File: config.mk
export PLATFORM = sky130hd
export DESIGN_NAME = led_packet_bit_framer_core
export DESIGN_NICKNAME = d
export VERILOG_FILES = /design/src/lpbf_pkg.sv /design/src/led_packet_bit_framer_core.sv
export SDC_FILE = /design/constraint.sdc
export NUM_CORES = 1
export LEC_CHECK = 0
export BUFFER_PORTS_ARGS = -buffer_cell sky130_fd_sc_hd__buf_2
export CAP_MARGIN = 40
export CORE_ASPECT_RATIO = 0.7
export CORE_MARGIN = 5
export CORE_UTILIZATION = 30
export DETAILED_ROUTE_END_ITERATION = 12
export SLEW_MARGIN = 10
export SYNTH_ARGS = -nofsm -noshare
export SYNTH_HDL_FRONTEND = slang
export SYNTH_SLANG_ARGS = --single-unit
File: constraint.sdc
create_clock -name clk -period 5.1 [get_ports clk]
set_input_delay 0.765 -clock clk [delete_from_list [all_inputs] [get_ports clk]]
set_output_delay 0.765 -clock clk [all_outputs]
set_load 0.01 [all_outputs]
File: src/lpbf_pkg.sv
// shared constants and types for the led packet bit framer
package lpbf_pkg;

  // longest payload the framer sends
  localparam int unsigned MaxPayloadBits = 8;

  localparam int unsigned LenW      = 4;
  localparam int unsigned IdleW     = 7;
  localparam int unsigned StopW     = 6;
  localparam int unsigned StopCntW  = StopW + 1;
  localparam int unsigned PayloadW  = 8;
  localparam int unsigned CfgDataW  = 7;
  localparam int unsigned CfgIndexW = 2;

  localparam int unsigned InFieldW  = 1 + 2 + PayloadW;
  localparam int unsigned InDataW   = ((InFieldW + 7) / 8) * 8;
  localparam int unsigned OutDataW  = 8;

  // configuration register indexes
  typedef enum logic [CfgIndexW-1:0] {
    REG_PAYLOAD_LENGTH = 2'd0,
    REG_IDLE_COUNT     = 2'd1,
    REG_STOP_PAIRS     = 2'd2,
    REG_UNUSED         = 2'd3
  } cfg_reg_t;

  // tick modes
  typedef enum logic [1:0] {
    MODE_STEADY  = 2'd0,
    MODE_PACKET  = 2'd1,
    MODE_TOGGLE  = 2'd2,
    MODE_STEADY2 = 2'd3
  } tick_mode_t;

  localparam logic [LenW-1:0]     LenReset     = LenW'(MaxPayloadBits);
  localparam logic [IdleW-1:0]    IdleReset    = IdleW'(1);
  localparam logic [StopW-1:0]    StopReset    = StopW'(1);
  localparam logic [StopCntW-1:0] StopCntReset = StopCntW'(2);
  localparam logic [PayloadW-1:0] PayloadReset = PayloadW'(85);

endpackage

File: src/led_packet_bit_framer_core.sv
// top level of the led packet bit framer
//
// each request on the in_ side is one bit-time tick and yields exactly one
// result on the out_ side carrying the led level for that bit time. the block
// takes one request per clock cycle: all framing work is a few counter
// updates done between acceptance and the result register, so the sustained
// rate is one tick per cycle, limited only by the single output register
// (in_tready is low only while a result waits and out_tready is low). the
// result is shown in the cycle after acceptance. in packet mode the
// led line carries idle ones, a zero start bit, the payload msb first over
// payload_length bits, then stop_pairs pairs of 1,0; the payload byte is
// sampled on the start-bit tick. steady and toggle modes drive the led on or
// flip it and put the framer back to idle. a tick with enable low repeats the
// present level and changes nothing. configuration writes saturate into the
// legal ranges and are meant to be done while the stream is quiet.
module led_packet_bit_framer_core (
  input  logic                            clk,
  input  logic                            rst_n,
  // tick requests
  input  logic                            in_tvalid,
  output logic                            in_tready,
  input  logic [lpbf_pkg::InDataW-1:0]    in_tdata,   // enable, mode[1:0], payload_value[7:0]
  // led level results
  output logic                            out_tvalid,
  input  logic                            out_tready,
  output logic [lpbf_pkg::OutDataW-1:0]   out_tdata,  // led_level
  // register writes
  input  logic                            cfg_we,
  input  logic [lpbf_pkg::CfgIndexW-1:0]  cfg_index,
  input  logic [lpbf_pkg::CfgDataW-1:0]   cfg_wdata
);

  typedef enum logic [1:0] {
    PH_IDLE    = 2'd0,
    PH_START   = 2'd1,
    PH_PAYLOAD = 2'd2,
    PH_STOP    = 2'd3
  } phase_t;

  // configuration
  logic [lpbf_pkg::LenW-1:0]      payload_length_r;
  logic [lpbf_pkg::IdleW-1:0]     idle_count_r;
  logic [lpbf_pkg::StopW-1:0]     stop_pairs_r;

  // framer state
  phase_t                         phase_r, phase_nxt;
  logic                           led_now_r, led_now_nxt;
  logic [lpbf_pkg::IdleW-1:0]     idle_rem_r, idle_rem_nxt;
  logic [lpbf_pkg::StopCntW-1:0]  stop_rem_r, stop_rem_nxt;
  logic [lpbf_pkg::LenW-1:0]      bit_idx_r, bit_idx_nxt;
  logic [lpbf_pkg::PayloadW-1:0]  latched_r, latched_nxt;

  // result register
  logic                           out_valid_r;

  // request fields
  logic                           t_enable;
  lpbf_pkg::tick_mode_t           t_mode;
  logic [lpbf_pkg::PayloadW-1:0]  t_payload;
  logic                           accept;

  // scratch for the framing step
  logic [lpbf_pkg::LenW-1:0]      pos;
  logic [lpbf_pkg::LenW-1:0]      idx_inc;
  logic [lpbf_pkg::StopCntW-1:0]  stop_dec;
  logic [lpbf_pkg::LenW-1:0]      len_wr;
  logic [lpbf_pkg::StopW-1:0]     stop_wr;

  assign t_enable  = in_tdata[0];
  assign t_mode    = lpbf_pkg::tick_mode_t'(in_tdata[2:1]);
  assign t_payload = in_tdata[3 +: lpbf_pkg::PayloadW];

  // output register frees up as soon as its content is taken
  assign in_tready  = !out_valid_r || out_tready;
  assign accept     = in_tvalid && in_tready;
  assign out_tvalid = out_valid_r;
  assign out_tdata  = {{(lpbf_pkg::OutDataW-1){1'b0}}, led_now_r};

  // saturate register writes into their legal ranges
  always_comb begin
    len_wr = cfg_wdata[lpbf_pkg::LenW-1:0];
    if (len_wr == '0) begin
      len_wr = lpbf_pkg::LenW'(1);
    end else if (len_wr > lpbf_pkg::LenW'(lpbf_pkg::MaxPayloadBits)) begin
      len_wr = lpbf_pkg::LenW'(lpbf_pkg::MaxPayloadBits);
    end
    stop_wr = cfg_wdata[lpbf_pkg::StopW-1:0];
    if (stop_wr == '0) begin
      stop_wr = lpbf_pkg::StopW'(1);
    end
  end

  // one framing step per enabled tick
  always_comb begin
    phase_nxt    = phase_r;
    led_now_nxt  = led_now_r;
    idle_rem_nxt = idle_rem_r;
    stop_rem_nxt = stop_rem_r;
    bit_idx_nxt  = bit_idx_r;
    latched_nxt  = latched_r;
    pos          = payload_length_r - bit_idx_r - lpbf_pkg::LenW'(1);
    idx_inc      = bit_idx_r + lpbf_pkg::LenW'(1);
    stop_dec     = (stop_rem_r != '0) ? stop_rem_r - lpbf_pkg::StopCntW'(1) : '0;
    if (t_enable) begin
      if (t_mode == lpbf_pkg::MODE_PACKET) begin
        unique case (phase_r)
          PH_IDLE: begin
            led_now_nxt = 1'b1;
            // zero idle count behaves as a single idle bit
            if (idle_rem_r <= lpbf_pkg::IdleW'(1)) begin
              idle_rem_nxt = '0;
              phase_nxt    = PH_START;
            end else begin
              idle_rem_nxt = idle_rem_r - lpbf_pkg::IdleW'(1);
            end
          end
          PH_START: begin
            led_now_nxt = 1'b0;
            latched_nxt = t_payload;
            phase_nxt   = PH_PAYLOAD;
          end
          PH_PAYLOAD: begin
            // a length shrunk below the current index sends a zero and ends
            if (bit_idx_r < payload_length_r && pos < lpbf_pkg::LenW'(lpbf_pkg::PayloadW)) begin
              led_now_nxt = latched_r[pos[$clog2(lpbf_pkg::PayloadW)-1:0]];
            end else begin
              led_now_nxt = 1'b0;
            end
            bit_idx_nxt = idx_inc;
            if (idx_inc == '0 || idx_inc >= payload_length_r) begin
              bit_idx_nxt  = '0;
              phase_nxt    = PH_STOP;
              stop_rem_nxt = {stop_pairs_r, 1'b0};
            end
          end
          PH_STOP: begin
            // odd count sends 0, even count sends 1
            led_now_nxt  = ~stop_rem_r[0];
            stop_rem_nxt = stop_dec;
            if (stop_dec == '0) begin
              phase_nxt    = PH_IDLE;
              idle_rem_nxt = idle_count_r;
            end
          end
          default: begin
            phase_nxt = PH_IDLE;
          end
        endcase
      end else begin
        led_now_nxt  = (t_mode == lpbf_pkg::MODE_TOGGLE) ? ~led_now_r : 1'b1;
        phase_nxt    = PH_IDLE;
        idle_rem_nxt = idle_count_r;
        bit_idx_nxt  = '0;
      end
    end
  end

  always_ff @(posedge clk) begin
    if (!rst_n) begin
      payload_length_r <= lpbf_pkg::LenReset;
      idle_count_r     <= lpbf_pkg::IdleReset;
      stop_pairs_r     <= lpbf_pkg::StopReset;
      phase_r          <= PH_IDLE;
      led_now_r        <= 1'b1;
      idle_rem_r       <= lpbf_pkg::IdleW'(1);
      stop_rem_r       <= lpbf_pkg::StopCntReset;
      bit_idx_r        <= '0;
      latched_r        <= lpbf_pkg::PayloadReset;
      out_valid_r      <= 1'b0;
    end else begin
      if (cfg_we) begin
        unique case (lpbf_pkg::cfg_reg_t'(cfg_index))
          lpbf_pkg::REG_PAYLOAD_LENGTH: payload_length_r <= len_wr;
          lpbf_pkg::REG_IDLE_COUNT:     idle_count_r     <= cfg_wdata[lpbf_pkg::IdleW-1:0];
          lpbf_pkg::REG_STOP_PAIRS:     stop_pairs_r     <= stop_wr;
          default: begin
          end
        endcase
      end
      if (accept) begin
        phase_r    <= phase_nxt;
        led_now_r  <= led_now_nxt;
        idle_rem_r <= idle_rem_nxt;
        stop_rem_r <= stop_rem_nxt;
        bit_idx_r  <= bit_idx_nxt;
        latched_r  <= latched_nxt;
      end
      if (accept) begin
        out_valid_r <= 1'b1;
      end else if (out_tready) begin
        out_valid_r <= 1'b0;
      end
    end
  end

  // saturation keeps the length inside 1..max
  a_len_range: assert property (@(posedge clk) disable iff (!rst_n)
    payload_length_r != '0 &&
    payload_length_r <= lpbf_pkg::LenW'(lpbf_pkg::MaxPayloadBits))
    else $error("payload length out of range");

  // stop phase never sits on an empty counter
  a_stop_nonzero: assert property (@(posedge clk) disable iff (!rst_n)
    phase_r == PH_STOP |-> stop_rem_r != '0)
    else $error("stop phase with zero count");

  // start bit is only reached once idle bits are used up
  a_start_idle_done: assert property (@(posedge clk) disable iff (!rst_n)
    phase_r == PH_START |-> idle_rem_r == '0)
    else $error("start phase with idle bits left");

  // a disabled tick repeats the present level
  a_disabled_hold: assert property (@(posedge clk) disable iff (!rst_n)
    accept && !t_enable |=> out_tvalid && out_tdata[0] == $past(led_now_r))
    else $error("disabled tick changed the level");

  // a taken request always produces a result
  a_result_follows: assert property (@(posedge clk) disable iff (!rst_n)
    accept |=> out_valid_r)
    else $error("accepted request without result");

endmodule

==> flow_metrics.py <==
metrics = {
    "synthesis": {
        "synth_edf_count": 0,
        "syn_inst": 369,
        "async_reset_ff_share_pct": 0,
        "synth_warnings": 0,
        "synthFlopType": "dfxtp_1",
        "yosys_register_bits": 47,
        "syn_avg_cell_area_um2": 8.06,
        "netlist_area_mm2": 0.00298,
        "synth.distinct_cells": 62,
        "yosysSeqAreaShare_pct": 31.6,
    },
    "power": {
        "power_density_mw_per_mm2": 245,
        "power_uw": 821,
        "p_leak_uw": 0.00136,
        "peakVddDrop_mv": 0.113,
    },
    "drt": {
        "vias": 2678,
        "routed_wl_mm": 7.32,
        "vias_per_cell": 5.19,
        "drt_pass1_iterations": 5,
        "first_iter_violations": 245,
        "post-route-drc-count": 0,
        "wl_per_cell_um": 14.2,
        "ant_nets": 0,
    },
    "worst_setup_path": {
        "worstPathRequired_ns": 5.33,
        "critical-path-max-stage-delay_ns": 0.51,
        "crit_type": "reg2reg",
        "crit_path_top_delay_cell": "a2111oi_0",
        "path_buf_inv": 2,
        "cp-start-kind": "register",
        "cp.arrival_ns": 2.72,
        "r2r_setup_slack_ns": 2.61,
        "r2r_cells": 7,
        "timing.rr.end": "stop_rem_r[0]",
        "critical-path-top-delay-family": "compound AO/OA/AOI/OAI gates",
        "r2r-start": "phase_r[0]",
        "crit_chain": "ha_1, inv_1, a2111oi_0, o31ai_2, buf_4, or3_1, a21oi_1",
        "cp-end-kind": "register",
        "crit_fanout": 12,
    },
    "placement": {
        "placed_cell_area_mm2": 0.00320,
        "preCtsSetupSlack_ns": 2.61,
        "portBuffers": 27,
        "hpwl_mm": 5.63,
        "gp_congestion": 0.850,
    },
    "hold_path": {
        "min-delay-start": "latched_r[1]",
        "hold_depth": 2,
        "hold_end": "latched_r[1]",
        "hp-class": "reg2reg",
    },
    "sta": {
        "rsz0062_at_grt": "no",
        "fin_tns_setup_ns": 0,
        "setup_ws_ns": 2.61,
        "slew_headroom_pct": 44.6,
        "setup_viol": 0,
        "fin_crit_sh_pct": 48.8,
        "worst_pin_slew_ns": 0.830,
        "min_period_ns": 2.49,
        "finalHoldViolations": 0,
        "clock_skew_ns": 0.00838,
        "slew_viol_final": 0,
        "max_freq_ghz": 0.402,
    },
    "finish": {
        "num-nets-final": 438,
        "diodes": 0,
        "area_growth_pct": 12.8,
        "layout-drive-gt1-share_pct": 12.9,
        "nFillCells": 1008,
        "fin_area_mm2": 0.00336,
    },
    "clock_network": {
        "post_cts_resized": 0,
        "cts_tree": "yes",
        "postCtsSetupRepairBufs": 0,
        "cts_sinks": 47,
        "postCtsHoldBufs": 0,
        "cts_root_buf": "clkbuf_16",
        "clock_latency_ns": 0.30,
        "numCtsBuffers": 5,
        "path_clk_slew_ns": 0.07,
        "cts_htree_levels": 2,
        "clockBufferDepth": 2,
    },
    "die": {
        "die_h_um": 93.3,
        "start_util_pct": 30.7,
        "rows": 30,
        "core_mm2": 0.00968,
        "io_pins": 40,
        "fp.dieW_um": 129,
        "die-area_mm2": 0.0120,
    },
    "grt": {
        "antenna_found_initial": 0,
        "grt_pass1_wl_mm": 12.3,
        "overflow": 0,
        "grt_max_degree": 26,
        "grt_pass1_vias": 2450,
        "grt_use_total_pct": 12.6,
    },
    "outcome": {
        "status": "finished clean",
    },
    "flow_run": {
        "cap_violations": 0,
    },
}
stage by stage:
stage,util [%],hold slack (ns),instances
floorplan,-,0.433,375
global placement,32.7,0.440,506
detailed placement,33.1,0.448,508
CTS,34.7,0.459,516
global route,34.7,0.474,516
finish,34.7,0.462,516
cell usage after synthesis, types with 2 or more instances:
cell	number	share of area, %
nand3_1	23	3.9
o21ai_0	13	2.2
ha_1	20	8.4
nand4_1	3	0.63
or4_1	2	0.50
xnor2_1	3	0.88
a21oi_1	29	4.9
a211oi_1	2	0.50
buf_4	8	2.0
dfxtp_1	47	32
o211ai_1	9	2.3
xor2_1	3	0.88
o31ai_1	5	1.3
nand2_1	30	3.8
mux2_2	2	0.76
buf_1	2	0.25
nand2b_1	3	0.63
nand3b_1	5	1.3
nor2b_1	4	0.84
nor2_1	42	5.3
nor3b_1	7	1.8
a31oi_1	5	1.1
o21bai_1	2	0.50
a211o_1	2	0.59
inv_1	20	2.5
clkbuf_1	11	1.4
o32ai_1	5	1.5
mux2i_1	15	5.0
buf_2	3	0.50
nor3_1	9	1.5
nor4_1	4	0.84
how the worst max path moves through the flow:
stage / startpoint / to / slack, ns / depth (start not counted)
floorplan: out_tready / stop_rem_r[4] / 2.99 / 7
global placement: bit_idx_r[0] / stop_rem_r[0] / 2.47 / 8
detailed placement: in_tdata[1] / idle_rem_r[6] / 2.61 / 6
CTS: phase_r[0] / stop_rem_r[0] / 2.66 / 7
global route: phase_r[0] / stop_rem_r[0] / 2.34 / 7
finish: phase_r[0] / stop_rem_r[0] / 2.61 / 7
cell families (layout without fill, tap and decap cells):
logic type / count (synthesis) / in the layout / synth area share, %
AO/OA/AOI/OAI: 89 / 89 / 20.2
XOR/XNOR: 6 / 6 / 1.77
adder cells (fa/ha/maj): 21 / 21 / 9.08
buffers and inverters: 44 / 57 / 6.69
flip-flops: 47 / 47 / 31.6
multiplexers: 17 / 17 / 5.80
other: 1 / 7 / 0.126
AND/OR/NAND/NOR: 144 / 144 / 24.7
worst min-delay path: cells and delay by family (launching register included):
family	cells	cell delay [ns]
DFF	1	0.32
and+or+nand+nor	1	0.05
AOI/OAI and AO/OA	1	0.05
per-layer routing:
layer	track usage [%]	part of all wire, %	vias up
li1	-	-	1348
met1	20.0	54	1235
met2	16.9	38	89
met3	3.25	7.6	6
met4	2.01	0.48	0
met5	0	0	-
state kept, by name, summed over array words and instances, names as in the netlist:
signal	cells
out_tvalid	1
stop_pairs_r	6
bit_idx_r	4
idle_count_r	7
latched_r	8
idle_rem_r	7
phase_r	2
stop_rem_r	7
led_now_r	1
payload_length_r	4
layout make-up:
cell class | count | area [um^2] | area share [%]
repair buffers | 29 | 170 | 5.07
well taps | 128 | 160 | 4.77
clock inverters | 3 | 27.5 | 0.820
multi-input cells | 284 | 1860 | 55.3
clock buffers | 5 | 125 | 3.73
inverters | 20 | 75.1 | 2.24
flip-flops and latches | 47 | 941 | 28.0
cells in the final DEF (no fill, tap or decap), types with 5 or more instances in the layout:
master / synthesis / final
mux2i_1: 15 / 15
nand3_1: 23 / 23
nand3b_1: 5 / 5
ha_1: 20 / 20
o31ai_1: 5 / 5
nor3_1: 9 / 9
dfxtp_1: 47 / 47
clkbuf_16: 0 / 5
conb_1: 1 / 7
a21oi_1: 29 / 29
a31oi_1: 5 / 5
buf_2: 3 / 27
o21ai_0: 13 / 13
inv_1: 20 / 20
o32ai_1: 5 / 5
nand2_1: 30 / 30
nor2_1: 42 / 42
o211ai_1: 9 / 9
nor3b_1: 7 / 7
where the power goes:
| part | internal [uW] | switching, uW |
|---|---|---|
| registers | 375 | 7.82 |
| clock network | 187 | 157 |
| logic | 38.2 | 55.4 |
No activity file was read; power rests on OpenSTA's default activity.
